--- src/rtl/lat_pkg.sv ---
// lat_pkg: shared types, sizes and status codes of the live allocation tracker
// no dependencies; imported by every module of the tracker

package lat_pkg;

  // table geometry
  localparam int unsigned TABLE_DEPTH = 1024;
  localparam int unsigned IDX_W       = (TABLE_DEPTH > 1) ? $clog2(TABLE_DEPTH) : 1;
  localparam int unsigned COUNT_W     = $clog2(TABLE_DEPTH + 1);
  localparam int unsigned BYTE_W      = 32 + $clog2(TABLE_DEPTH);

  // field widths
  localparam int unsigned ADDR_W    = 64;
  localparam int unsigned SIZE_W    = 32;
  localparam int unsigned CALLS_W   = 32;
  localparam int unsigned ENTRIES_W = 11;
  localparam int unsigned BYTES_W   = 42;

  typedef enum logic {
    REQ_ALLOC   = 1'b0,
    REQ_RELEASE = 1'b1
  } req_type_e;

  typedef enum logic [2:0] {
    ST_TRACKED = 3'd0,
    ST_FULL    = 3'd1,
    ST_REL_OK  = 3'd2,
    ST_REL_BAD = 3'd3,
    ST_NULL    = 3'd4
  } status_e;

  typedef enum logic [2:0] {
    S_IDLE,
    S_ALLOC,
    S_SEARCH,
    S_LAST,
    S_MOVE,
    S_DONE
  } lat_state_e;

  typedef struct packed {
    req_type_e          req_type;
    logic [ADDR_W-1:0]  address;
    logic [SIZE_W-1:0]  alloc_size;
  } in_word_t;

  typedef struct packed {
    status_e               status;
    logic [SIZE_W-1:0]     freed_size;
    logic [CALLS_W-1:0]    alloc_calls;
    logic [CALLS_W-1:0]    release_calls;
    logic [CALLS_W-1:0]    invalid_releases;
    logic [ENTRIES_W-1:0]  live_entries;
    logic [BYTES_W-1:0]    live_bytes;
    logic                  overflow_seen;
  } out_word_t;

  typedef struct packed {
    logic [ADDR_W-1:0] address;
    logic [SIZE_W-1:0] size;
  } entry_t;

  typedef struct packed {
    logic             rd_en;
    logic [IDX_W-1:0] rd_idx;
    logic             wr_en;
    logic [IDX_W-1:0] wr_idx;
    entry_t           wr_data;
  } mem_req_t;

  function automatic logic [CALLS_W-1:0] sat_inc(input logic [CALLS_W-1:0] v);
    return (v == {CALLS_W{1'b1}}) ? v : v + CALLS_W'(1);
  endfunction

endpackage

--- src/rtl/lat_ctrl.sv ---
// lat_ctrl: request sequencer, table search and swap, counters and totals
// drives lat_table through a mem_req_t; uses lat_pkg

module lat_ctrl (
  input  logic               clk_i,
  input  logic               rst_ni,
  input  logic               req_valid_i,
  output logic               req_stall_o,
  input  lat_pkg::in_word_t  req_word_i,
  output lat_pkg::mem_req_t  mem_req_o,
  input  lat_pkg::entry_t    mem_rdata_i,
  output logic               res_valid_o,
  input  logic               res_ready_i,
  output lat_pkg::out_word_t res_word_o
);
  import lat_pkg::*;

  localparam int unsigned CEXT_W = (COUNT_W > ENTRIES_W) ? COUNT_W : ENTRIES_W;
  localparam int unsigned BEXT_W = (BYTE_W > BYTES_W) ? BYTE_W : BYTES_W;

  lat_state_e           state_q, state_d;
  in_word_t             req_q, req_d;
  logic [COUNT_W-1:0]   count_q, count_d;
  logic [BYTE_W-1:0]    bytes_q, bytes_d;
  logic [CALLS_W-1:0]   alloc_cnt_q, alloc_cnt_d;
  logic [CALLS_W-1:0]   rel_cnt_q, rel_cnt_d;
  logic [CALLS_W-1:0]   inv_cnt_q, inv_cnt_d;
  logic                 full_q, full_d;
  status_e              status_q, status_d;
  logic [SIZE_W-1:0]    freed_q, freed_d;
  logic [COUNT_W-1:0]   scan_q, scan_d;
  logic                 pend_q, pend_d;
  logic [IDX_W-1:0]     pend_idx_q, pend_idx_d;
  logic [IDX_W-1:0]     hit_idx_q, hit_idx_d;

  logic                 accept;
  logic                 hit;
  logic                 scan_done;
  logic                 has_room;
  logic [COUNT_W-1:0]   count_m1;
  logic [CEXT_W-1:0]    count_ext;
  logic [BEXT_W-1:0]    bytes_ext;
  logic [BEXT_W-1:0]    bytes_max;

  assign accept    = req_valid_i && !req_stall_o;
  assign hit       = pend_q && (mem_rdata_i.address == req_q.address);
  assign scan_done = (scan_q >= count_q);
  assign has_room  = (count_q < COUNT_W'(TABLE_DEPTH));
  assign count_m1  = count_q - COUNT_W'(1);

  // next state
  always_comb begin
    state_d = state_q;
    unique case (state_q)
      S_IDLE: begin
        if (accept) begin
          if (req_word_i.req_type == REQ_ALLOC) begin
            state_d = S_ALLOC;
          end else if (req_word_i.address == '0) begin
            state_d = S_DONE;
          end else begin
            state_d = S_SEARCH;
          end
        end
      end
      S_ALLOC: state_d = S_DONE;
      S_SEARCH: begin
        if (hit) begin
          state_d = S_LAST;
        end else if (scan_done) begin
          state_d = S_DONE;
        end
      end
      S_LAST: state_d = S_MOVE;
      S_MOVE: state_d = S_DONE;
      S_DONE: begin
        if (res_ready_i) begin
          state_d = S_IDLE;
        end
      end
      default: state_d = S_IDLE;
    endcase
  end

  // outputs: handshake and memory port
  always_comb begin
    req_stall_o       = (state_q != S_IDLE);
    res_valid_o       = (state_q == S_DONE);
    mem_req_o         = '0;
    mem_req_o.wr_data = mem_rdata_i;
    unique case (state_q)
      S_ALLOC: begin
        if (has_room) begin
          mem_req_o.wr_en           = 1'b1;
          mem_req_o.wr_idx          = count_q[IDX_W-1:0];
          mem_req_o.wr_data.address = req_q.address;
          mem_req_o.wr_data.size    = req_q.alloc_size;
        end
      end
      S_SEARCH: begin
        if (!hit && !scan_done) begin
          mem_req_o.rd_en  = 1'b1;
          mem_req_o.rd_idx = scan_q[IDX_W-1:0];
        end
      end
      S_LAST: begin
        mem_req_o.rd_en  = 1'b1;
        mem_req_o.rd_idx = count_m1[IDX_W-1:0];
      end
      S_MOVE: begin
        // last entry moves into the freed slot
        mem_req_o.wr_en  = 1'b1;
        mem_req_o.wr_idx = hit_idx_q;
      end
      default: ;
    endcase
  end

  // datapath
  always_comb begin
    req_d       = req_q;
    count_d     = count_q;
    bytes_d     = bytes_q;
    alloc_cnt_d = alloc_cnt_q;
    rel_cnt_d   = rel_cnt_q;
    inv_cnt_d   = inv_cnt_q;
    full_d      = full_q;
    status_d    = status_q;
    freed_d     = freed_q;
    scan_d      = scan_q;
    pend_d      = pend_q;
    pend_idx_d  = pend_idx_q;
    hit_idx_d   = hit_idx_q;
    unique case (state_q)
      S_IDLE: begin
        if (accept) begin
          req_d   = req_word_i;
          freed_d = '0;
          scan_d  = '0;
          pend_d  = 1'b0;
          if (req_word_i.req_type == REQ_RELEASE) begin
            if (req_word_i.address == '0) begin
              status_d = ST_NULL;
            end else begin
              rel_cnt_d = sat_inc(rel_cnt_q);
            end
          end
        end
      end
      S_ALLOC: begin
        alloc_cnt_d = sat_inc(alloc_cnt_q);
        if (has_room) begin
          count_d  = count_q + COUNT_W'(1);
          bytes_d  = bytes_q + BYTE_W'(req_q.alloc_size);
          status_d = ST_TRACKED;
        end else begin
          full_d   = 1'b1;
          status_d = ST_FULL;
        end
      end
      S_SEARCH: begin
        if (hit) begin
          hit_idx_d = pend_idx_q;
          freed_d   = mem_rdata_i.size;
          pend_d    = 1'b0;
        end else if (!scan_done) begin
          pend_d     = 1'b1;
          pend_idx_d = scan_q[IDX_W-1:0];
          scan_d     = scan_q + COUNT_W'(1);
        end else begin
          pend_d    = 1'b0;
          inv_cnt_d = sat_inc(inv_cnt_q);
          status_d  = ST_REL_BAD;
        end
      end
      S_MOVE: begin
        count_d  = count_m1;
        bytes_d  = bytes_q - BYTE_W'(freed_q);
        status_d = ST_REL_OK;
      end
      default: ;
    endcase
  end

  always_ff @(posedge clk_i or negedge rst_ni) begin
    if (!rst_ni) begin
      state_q     <= S_IDLE;
      count_q     <= '0;
      bytes_q     <= '0;
      alloc_cnt_q <= '0;
      rel_cnt_q   <= '0;
      inv_cnt_q   <= '0;
      full_q      <= 1'b0;
      scan_q      <= '0;
      pend_q      <= 1'b0;
    end else begin
      state_q     <= state_d;
      count_q     <= count_d;
      bytes_q     <= bytes_d;
      alloc_cnt_q <= alloc_cnt_d;
      rel_cnt_q   <= rel_cnt_d;
      inv_cnt_q   <= inv_cnt_d;
      full_q      <= full_d;
      scan_q      <= scan_d;
      pend_q      <= pend_d;
    end
  end

  always_ff @(posedge clk_i) begin
    req_q      <= req_d;
    status_q   <= status_d;
    freed_q    <= freed_d;
    pend_idx_q <= pend_idx_d;
    hit_idx_q  <= hit_idx_d;
  end

  // result word, totals clamped to the field widths
  assign count_ext = CEXT_W'(count_q);
  assign bytes_ext = BEXT_W'(bytes_q);
  assign bytes_max = BEXT_W'({BYTES_W{1'b1}});

  always_comb begin
    res_word_o.status           = status_q;
    res_word_o.freed_size       = freed_q;
    res_word_o.alloc_calls      = alloc_cnt_q;
    res_word_o.release_calls    = rel_cnt_q;
    res_word_o.invalid_releases = inv_cnt_q;
    res_word_o.live_entries     = count_ext[ENTRIES_W-1:0];
    res_word_o.live_bytes       = (bytes_ext > bytes_max) ? bytes_max[BYTES_W-1:0]
                                                          : bytes_ext[BYTES_W-1:0];
    res_word_o.overflow_seen    = full_q;
  end

endmodule

--- config.mk ---
export PLATFORM = sky130hd
export DESIGN_NAME = lat_ctrl
export DESIGN_NICKNAME = d
export VERILOG_FILES = /design/src/rtl/lat_pkg.sv /design/src/rtl/lat_ctrl.sv
export SDC_FILE = /design/constraint.sdc
export NUM_CORES = 1
export LEC_CHECK = 0
export ABC_AREA = 1
export BUFFER_PORTS_ARGS = -buffer_cell sky130_fd_sc_hd__buf_2
export CORE_ASPECT_RATIO = 0.75
export CORE_MARGIN = 1
export CORE_UTILIZATION = 50
export CTS_BUF_LIST = sky130_fd_sc_hd__clkbuf_16
export DETAILED_ROUTE_END_ITERATION = 6
export PLACE_DENSITY = 0.76
export SYNTH_ARGS = -nofsm -noshare
export SYNTH_HDL_FRONTEND = slang
export SYNTH_SLANG_ARGS = --single-unit
--- constraint.sdc ---
create_clock -name clk_i -period 6.75 [get_ports clk_i]
set_clock_uncertainty 0.05 [all_clocks]
set_input_delay 0.675 -clock clk_i [delete_from_list [all_inputs] [get_ports clk_i]]
set_output_delay 0.675 -clock clk_i [all_outputs]
set_load 0.03 [all_outputs]
### Word level (Yosys, flattened, before mapping)

Index checks and enable logic that the tools add are counted.

| storage, ports and cells | value |
|---|---|
| register bits | 316 |
| bits in latches | 0 |
| bits in writable memories | 0 |
| bits in read-only memories | 0 |
| input port bits | 197 |
| output and inout port bits | 305 |
| logic and storage cells | 113 |
| memories kept | 0 |

| operators by class | value |
|---|---|
| add/subtract/negate cells | 8 |
| $mul | 0 |
| div/mod/pow operators | 0 |
| $lt $le $gt $ge | 3 |
| equality and inequality tests | 19 |
| shift operators | 0 |
| mux-type cells | 35 |
| bitwise operators | 7 |
| reduce and logical (&&, ||, !) cells | 26 |

Operators by type and width:

| cell | count |
|---|---|
| two-way mux 107 bit | 1 |
| adder 32 x 1 -> 32 bit (second input constant) | 3 |
| == test 32 bit (second input constant) | 3 |
| two-way mux 96 bit | 1 |
| one-hot mux 11 bit (2 select lines) | 4 |
| two-way mux 42 bit | 2 |
| one-hot mux 42 bit (2 select lines) | 1 |
| == test 64 bit | 1 |
| logical NOT 64 bit | 1 |
| two-way mux 32 bit | 2 |
| one-hot mux 32 bit (2 select lines) | 1 |
| two-way mux 11 bit | 5 |
| adder 42 x 32 -> 42 bit | 1 |
| > comparator 42 bit (second input constant) | 1 |
| subtractor 42 x 32 -> 42 bit | 1 |
| two-way mux 3 bit | 11 |
| adder 11 x 1 -> 11 bit (second input constant) | 2 |
| != test 2 bit (second input constant) | 8 |
| one-hot mux 3 bit (5 select lines) | 1 |
| one-hot mux 3 bit (4 select lines) | 1 |
| AND reduction 2 bit | 6 |
| greater-or-equal comparator 11 bit | 1 |
| less-than comparator 11 bit (second input constant) | 1 |
| subtractor 11 x 1 -> 11 bit (second input constant) | 1 |
| other kinds (19) | 38 |

### Depth between registers and ports, before layout

Gate-level depths: netlist of run 1.

| logic depth | value |
|---|---|
| depth in word-level cells | 6 |
| mapped depth | 24 |
| depth with buffers taken out | 24 |

### Worst setup path after synthesis of run 1

OpenSTA, ideal clock, no wires.

| timing path | value |
|---|---|
| kind | register -> register |
| start point | register state_q[0] |
| end point | register freed_q[0], enable pin |
| setup time | 391 ps |
| arrival | 3127 ps |
| data required time | 6309 ps |
| slack | 3182 ps |
| cell stages (with the launch flop) | 7 |
| buffers on the path | 0 |
| clock period less this slack | 3568 ps |
| path through | dfrtp_1 > inv_2 > nand2_2 > nor2_4 > inv_2 > nor2_4 > o21a_1 |

| on the way | value |
|---|---|
| longest elaborated chain between the ends | 5 |
| elaborated cells between the ends (all ways) | 9 |
| those cells by class | eq/ne (3); reduce/logical (6) |

RTL lines:

| element | line | text |
|---|---|---|
| from (decl) | lat_ctrl.sv:21 | `lat_state_e state_q, state_d;` |
| from (signal assigned) | lat_ctrl.sv:197 | `state_q <= state_d;` |
| nonzero test 3 bit | lat_ctrl.sv:87 | `req_stall_o = (state_q != S_IDLE);` |
| net req_stall_o | lat_ctrl.sv:8 | `output logic req_stall_o,` |
| logical NOT 1 bit | lat_ctrl.sv:45 | `assign accept = req_valid_i && !req_stall_o;` |
| logical AND 1 bit | lat_ctrl.sv:45 |  |
| != test 2 bit (no line) | n/a |  |
| AND reduction 3 bit (no line) | n/a |  |
| to (signal assigned) | lat_ctrl.sv:212 | `freed_q <= freed_d;` |
| to (decl) | lat_ctrl.sv:30 | `logic [SIZE_W-1:0] freed_q, freed_d;` |

The timed path passes the listed nets, and every way through them passes these cells.
A chain may end at the register's enable or synchronous reset.

### Worst setup path in the final report of run 1

| timing path | value |
|---|---|
| start point | register req_q[0] (netlist name) |
| end point | register bytes_q[37], in the netlist bytes_ext[37] |

| on the way | value |
|---|---|
| longest elaborated chain between the ends | 3 |

RTL lines:

| element | line | text |
|---|---|---|
| from (decl) | lat_ctrl.sv:22 | `in_word_t req_q, req_d;` |
| from (signal assigned) | lat_ctrl.sv:210 | `req_q <= req_d;` |
| adder 42 x 32 -> 42 bit | lat_ctrl.sv:154 | `bytes_d = bytes_q + BYTE_W'(req_q.alloc_size);` |
| two-way mux 42 bit | lat_ctrl.sv:152 | `if (has_room) begin` |
| one-hot mux 42 bit (2 select lines) | lat_ctrl.sv:134 | `unique case (state_q)` |
| to (signal assigned) | lat_ctrl.sv:199 | `bytes_q <= bytes_d;` |
| to (decl) | lat_ctrl.sv:24 | `logic [BYTE_W-1:0] bytes_q, bytes_d;` |

No other way between the ends. The select of a mux whose other input is x is not followed.

==> summary.md, run 1 <==
| Metric | Value |
|---|---|
| Overall routed net length | `70,900 µm` |
| CP max stage delay | `0.43 ns` |
| Sequential fraction of the synthesis area | `0.427` |
| Initial Utilization | `0.510` |
| Post-CTS Resized | `0` |
| Synth Area in Compound Gates | `0.0910` |
| RR Startpoint | `req_q[0]` |
| Unrepaired setup endpoints after global routing | `false` |
| Synth Area in XOR/XNOR | `0.0592` |
| Fin crit share | `0.659` |
| Reg2Reg Depth | `20` |
| # placed instances | `3,697` |
| Clock transition at path regs | `0.06 ns` |
| Hold WC Path Type | `in2reg` |
| Largest family of logic cells by synthesized area | `simple AND/OR/NAND/NOR gates` |
| Slew margin rel. | `0.195` |
| Routed len/inst | `18.8 µm` |
| Post-detail-place hpwl | `56,000 µm` |
| Endpoints failing hold | `0` |
| Synth unique cells | `47` |
| Vias in the first global route | `19,100` |
| Final Wtd Congestion | `1.01` |
| Grt ovf | `0` |
| FMAX | `225 MHz` |
| Worst endpoint required time | `7.12 ns` |
| Synth Instances | `2,771` |
| Mux cell area share after synthesis | `0.000494` |
| Startpoint Class | `register` |
| Synth Area per Inst | `7.31 µm²` |
| Cell Area, Placed | `23,100 µm²` |
| Tmin final | `4.45 ns` |
| CTS Buf Count | `35` |
| Maxcap violations | `0` |
| Residual DRC count | `0` |
| Setup Viol. Count Final | `0` |
| Clock Sinks | `316` |
| Non-Filler Instances | `3,767` |
| Multi-input gate area | `10000 µm²` |
| Storage cell area | `8660 µm²` |
| Dpl ws | `2.52 ns` |
| Critical Path Most Common Cell | `nor2_1` |
| Initial antenna violation count | `7` |
| I/O pin cnt | `502` |
| Peak supply drop | `0.000248 V` |
| Port Buffer Count | `501` |
| PD cells | `462 nW/µm²` |
| DIE WIDTH | `234 µm` |
| Vias per cell | `5.47` |
| Fin nets | `3,472` |
| Internal reg-to-reg setup slack | `2.30 ns` |
| Die area | `41,400 µm²` |
| Cell area after synthesis | `20,300 µm²` |
| Worst path bufs/invs | `2` |
| Layout cell share with drive strength beyond 1 | `0.189` |
| H-tree Lvls | `2` |
| Detail Route Antenna Nets | `0` |
| DR vias | `20,600` |
| Synth Area in Simple Gates | `0.305` |
| Clock Latency Late Sink | `0.55 ns` |
| GR Util All Layers | `0.338` |
| Area Growth Syn to Fin | `20.1%` |
| CTS tree | `done` |
| Root Buffer | `clkbuf_16` |
| Iter 0 DRT Violations | `2,333` |
| Setup TNS | `0 ns` |
| Syn_nets | `3,028` |
| LEAKAGE | `12.2 nW` |
| Worst Path Max Fanout | `5` |
| Worst flop-to-flop path endpoint | `bytes_ext[37]` |
| Synth warn | `0` |
| CP Cell Sequence | `inv_1, ha_1, nand2_1, nor2_2, inv_1, nor2_1, nand3_1, nor2_1, xor2_1, nand2_1, o21ai_0, ha_1, a21oi_1, o21ai_0, a21oi_1, nor2_1, nor2_1, nand3b_1, nand3_1, nand2_1` |
| Cell family with most CP delay | `simple AND/OR/NAND/NOR gates` |
| Pre-antenna DRT Iters | `6` |
| Post-Synth Adder-Cell Area | `0.0374` |
| Core box area | `39,700 µm²` |
| Filler Cell Count | `3,692` |
| Clock Path Buffers | `3` |
| Crit path DAT | `4.82 ns` |
| Crit end category | `register` |
| FF+latch count, synth | `316` |
| PnR worst setup slack | `2.30 ns` |
| Status | `finished, final reports clean` |
| Rows | `63` |
| First-pass GRT wire length | `108,000 µm` |
| Slowest stage cell, crit path | `nor2_1` |
| Worst slew pin tran | `1.21 ns` |
| WP depth | `20` |
| Crit. Startpoint | `req_q[0]` |
| Power Total | `11.3 mW` |
| Crit path kind | `reg2reg` |
| Slew Limit Fails | `0` |
| Vert. Die Dim | `176 µm` |
| Critical Path Sink | `bytes_ext[37]` |
| Design Area, Final | `24,300 µm²` |
| Pin count of the biggest net entering global routing | `91` |
-- stage by stage --
stage	utilization	hold WS (ns)
after floorplan	-	0.329
after global placement	0.580	0.352
after detailed placement	0.580	0.356
after CTS	0.613	0.240
after global routing	0.613	0.245
final	0.613	0.254
-- flip-flops by register name, summed over array words and instances (netlist names) --
register and flops:
scan_q 11, pend_q 1, hit_idx_q 10, rel_cnt_q 32
state_q 3, count_ext 11, bytes_ext 42, alloc_cnt_q 32
req_q 96, inv_cnt_q 32, pend_idx_q 10, status_q 3
freed_q 32, full_q 1
-- worst reg2reg max path, delay by kind of cell, from the launching register on --
kind / cells / cell delay, ns
compound gates: 4 / 0.95
simple gates: 11 / 1.81
buf+inv: 2 / 0.23
fa+ha+maj: 2 / 0.65
flops: 1 / 0.39
xor+xnor: 1 / 0.27
-- Yosys cell counts, drive strengths merged --
library cell  number  share of area
nand2            883           0.16
nor2             362          0.070
inv              308          0.057
o21ai            229          0.057
dfrtp            165           0.20
edfxtp           151           0.22
nand3             95          0.025
xor2              90          0.039
a21oi             79          0.020
clkbuf            78          0.014
nand4             69          0.021
ha                59          0.036
nor3              50          0.013
xnor2             47          0.020
buf               27         0.0081
nor4              17         0.0052
a31oi             11         0.0034
nand3b             9         0.0033
o22ai              9         0.0028
o21a               6         0.0022
or2                5         0.0015
a21boi             3         0.0011
o21bai             3         0.0011
a22oi              2        0.00074
o211ai             2        0.00074
o221ai             2        0.00086
a211oi             1        0.00037
a21o               1        0.00037
a221oi             1        0.00043
clkinv             1        0.00019
fa                 1        0.00099
mux2i              1        0.00049
nand2b             1        0.00031
nor3b              1        0.00037
o31ai              1        0.00037
o41ai              1        0.00043
-- logic make-up after synthesis --
logic type	count (synthesis)
muxes	1
and+or+nand+nor	1492
DFF	316
buffers and inverters	414
AOI/OAI and AO/OA	351
xor gates and xnor gates	137
adders and majority gates	60
-- worst min-delay path by stage --
stage,start,end,slack (ns),depth (start not counted)
6_report,req_word_i[25],req_q[25],0.25,1
5_1_grt,req_word_i[27],req_q[27],0.25,1
4_1_cts,req_word_i[25],req_q[25],0.24,1
3_5_place_dp,pend_idx_q[3],hit_idx_q[3],0.36,0
3_3_place_gp,pend_idx_q[2],hit_idx_q[2],0.35,0
2_1_floorplan,rst_ni,alloc_cnt_q[0],0.33,0
-- final cells by class --
class	instances	area share
Multi-Input combinational cell	2041	0.411
Sequential cell	316	0.356
Clock buffer	36	0.0370
Tap cell	520	0.0267
Antenna cell	5	0.000514
Inverter	309	0.0476
Clock inverter	28	0.0150
Timing Repair Buffer	512	0.107
-- power breakdown --
part           total, mW  internal (mW)  switching, mW
Clock               2.13           1.29          0.848
Combinational       6.14           1.69           4.45
Sequential          2.98           2.54          0.446
Total               11.3           5.51           5.74
-- cells in the final DEF (no fill, tap or decap), drive strengths merged, types with 3 or more instances in the layout --
| master | instances |
|---|---|
| a21boi | 3 |
| a21oi | 79 |
| a31oi | 11 |
| buf | 511 |
| bufinv | 8 |
| clkbuf | 36 |
| clkinv | 13 |
| clkinvlp | 4 |
| dfrtp | 165 |
| diode | 5 |
| edfxtp | 151 |
| ha | 59 |
| inv | 312 |
| nand2 | 883 |
| nand3 | 95 |
| nand3b | 9 |
| nand4 | 69 |
| nor2 | 362 |
| nor3 | 50 |
| nor4 | 17 |
| o21a | 6 |
| o21ai | 229 |
| o21bai | 3 |
| o22ai | 9 |
| or2 | 5 |
| xnor2 | 47 |
| xor2 | 90 |
-- metal layers --
layer	global-route usage	share of wire
met5	0	0.00035
met4	0.109	0.032
met3	0.0593	0.090
met2	0.521	0.45
met1	0.482	0.43
-- repair_timing --
| item | 4_1_cts | 5_1_grt |
|---|---|---|
| setup buffers | 0 | 0 |
| hold buffers | 1 | 0 |
| hold endpoints to repair | 22 | 0 |
Note: power is estimated with default switching activity, not from simulation.
==> run 2: changes to the inputs <==
Clock period 6.75 ns to 4.4 ns, I/O delays scaled along.
==> run 2 against run 1 <==
Worst setup slack got worse by 1.9 ns. Wire length increased by 1.5%. Clock-buffer cell count increased by 2. Sequential power increased by 54%.
==> summary.md, run 2 (synthesis results as in run 1) <==
| Metric | Value |
|---|---|
| Crit end category | `output port` |
| Status | `finished, final reports clean` |
| I/O pin cnt | `502 (unchanged)` |
| Vert. Die Dim | `176 µm (unchanged)` |
| PnR worst setup slack | `0.357 ns (-1.94 ns)` |
| Residual DRC count | `0 (unchanged)` |
| Largest register FFs | `96 (unchanged)` |
| Endpoints failing hold | `0 (unchanged)` |
| Clock transition at path regs | `0.06 ns (about the same)` |
| Final Wtd Congestion | `0.999 (-1.1%)` |
| GR Util All Layers | `0.344 (+0.00561)` |
| Setup Viol. Count Final | `0 (unchanged)` |
| Setup TNS | `0 ns (unchanged)` |
| Port Buffer Count | `501 (unchanged)` |
| Hold WC Path Type | `in2reg` |
| Iter 0 DRT Violations | `2,570 (+10%)` |
| Clock Path Buffers | `3 (unchanged)` |
| Crit path kind | `reg2out` |
| DIE WIDTH | `234 µm (unchanged)` |
| Initial antenna violation count | `6 (-1)` |
| Worst endpoint required time | `3.91 ns (-3.21 ns)` |
| Detail Route Antenna Nets | `0 (unchanged)` |
| Fin crit share | `0.919` |
| FMAX | `247 MHz` |
| DR vias | `20,800 (+1.0%)` |
| # placed instances | `3,698 (+0.027%)` |
| Die area | `41,400 µm² (unchanged)` |
| CTS Buf Count | `37 (+5.7%)` |
| First-pass GRT wire length | `109,000 µm (+1.1%)` |
| Vias in the first global route | `19,100 (-0.031%)` |
| Top reg by flops | `req_q` |
| Crit path DAT | `3.55 ns (-1.27 ns)` |
| Worst hold margin | `0.0142 ns (-0.240 ns)` |
| Non-Filler Instances | `3,777 (+0.27%)` |
| Tmin final | `4.04 ns` |
| H-tree Lvls | `2 (unchanged)` |
| Commonest non-fill, non-tap cell in the layout | `nand2_1` |
| Pin count of the biggest net entering global routing | `163 (+79%)` |
| Unrepaired setup endpoints after global routing | `false` |
| Worst Path Max Fanout | `15 (+10)` |
| Root Buffer | `clkbuf_16` |
| Slew margin rel. | `0.234 (+0.0398)` |
| LEAKAGE | `12.2 nW (+0.51%)` |
| Core box area | `39,700 µm² (unchanged)` |
| Overall routed net length | `72,000 µm (+1.5%)` |
| Power Total | `17.5 mW (+55%)` |
| Area Growth Syn to Fin | `20.7%` |
| Fin nets | `3,480 (+0.23%)` |
| Slew Limit Fails | `0 (unchanged)` |
| Rows | `63 (unchanged)` |
| Grt ovf | `0 (unchanged)` |
| Dpl ws | `0.503 ns (-2.02 ns)` |
| Layout cell share with drive strength beyond 1 | `0.189 (+0.000650)` |
| Routed len/inst | `19.1 µm (+1.3%)` |
| Peak supply drop | `0.000615 V (+150%)` |
| Maxcap violations | `0 (unchanged)` |
| CTS tree | `done` |
| Filler Cell Count | `3,690 (-0.054%)` |
| Startpoint Class | `register` |
| Worst slew pin tran | `1.15 ns (-0.0607 ns)` |
| PD cells | `714 nW/µm² (+55%)` |
| Initial Utilization | `0.510 (unchanged)` |
| Clock Sinks | `316 (unchanged)` |
| Post-detail-place hpwl | `56,600 µm (+1.0%)` |
| Post-CTS setup buffers | `0 (unchanged)` |
| Vias per cell | `5.52 (+0.76%)` |
| Clock Latency Late Sink | `0.55 ns (about the same)` |
| Pre-antenna DRT Iters | `6 (unchanged)` |
| Most frequent cells in the layout | `nand2_1, buf_2, nor2_1` |
-- run 2: cell types whose count changed in the layout (fill, tap and decap cells not counted), sizes merged --
| cell | before | now |
|---|---|---|
| dlygate4sd3 | 1 | 6 |
| bufinv | 8 | 7 |
| clkinvlp | 4 | 2 |
| clkinv | 13 | 18 |
| clkbuf | 36 | 38 |
| buf | 511 | 512 |
-- run 2: where the power goes --
group,switching (mW),internal [mW],total [mW]
sequential,0.694,3.89,4.59
combinational,6.95,2.61,9.56
clock,1.33,2.00,3.33
-- run 2: metal layers --
layer	global-route usage	wire length, µm	vias up
met4	0.113	2240	2
met3	0.0694	6840	134
li1	-	-	9864
met5	0	8	-
met1	0.486	30800	9797
met2	0.526	32200	1037
-- run 2: cell type report --
class | instances | area, µm² | area share
multi-input cells | 2041 | 10000 | 0.409
flip-flops and latches | 316 | 8660 | 0.354
repair buffers | 518 | 2680 | 0.110
inverters | 309 | 1160 | 0.0474
clock buffers | 38 | 951 | 0.0389
well taps | 520 | 651 | 0.0266
clock inverters | 30 | 345 | 0.0141
diodes | 5 | 12.5 | 0.000511
-- run 2: worst paths after layout --
kind                               start        endpoint  slack (ns)  cells after the start
hold / removal             req_word_i[2]        req_q[2]        0.01                      1
min in group asynchronous         rst_ni   bytes_ext[15]        0.47                      2
max in group asynchronous         rst_ni   inv_cnt_q[11]        2.83                      3
setup reg to reg                req_q[0]   bytes_ext[33]        0.45                     22
hold reg to reg            pend_idx_q[9]    hit_idx_q[9]        0.37                      0
setup / recovery            count_ext[6]  mem_req_o[109]        0.36                     14
-- run 2: what timing repair did --
item,in CTS,in global routing
hold endpoints to repair,84,0
hold buffers,6,0
setup endpoints to repair,0,2
resized for setup,0,1
-- run 2: stage by stage --
step | cell area, µm² | util
6_report | 24500 | 0.616
5_1_grt | 24500 | 0.616
4_1_cts | 24500 | 0.615
3_5_place_dp | 23100 | 0.581
3_3_place_gp | 23100 | 0.581
2_1_floorplan | 20300 | -
-- run 2: worst max-delay path: stages, from the launching register on --
cell and delay, ns:
dfrtp_1 0.56, inv_1 0.21, ha_1 0.36, nand2_1 0.07
inv_1 0.06, nand3_1 0.06, a31oi_1 0.07, nor2_1 0.15
nand3_1 0.16, inv_1 0.13, nand2_2 0.17, inv_1 0.52
nand2_1 0.09, o21ai_0 0.10, buf_2 0.29
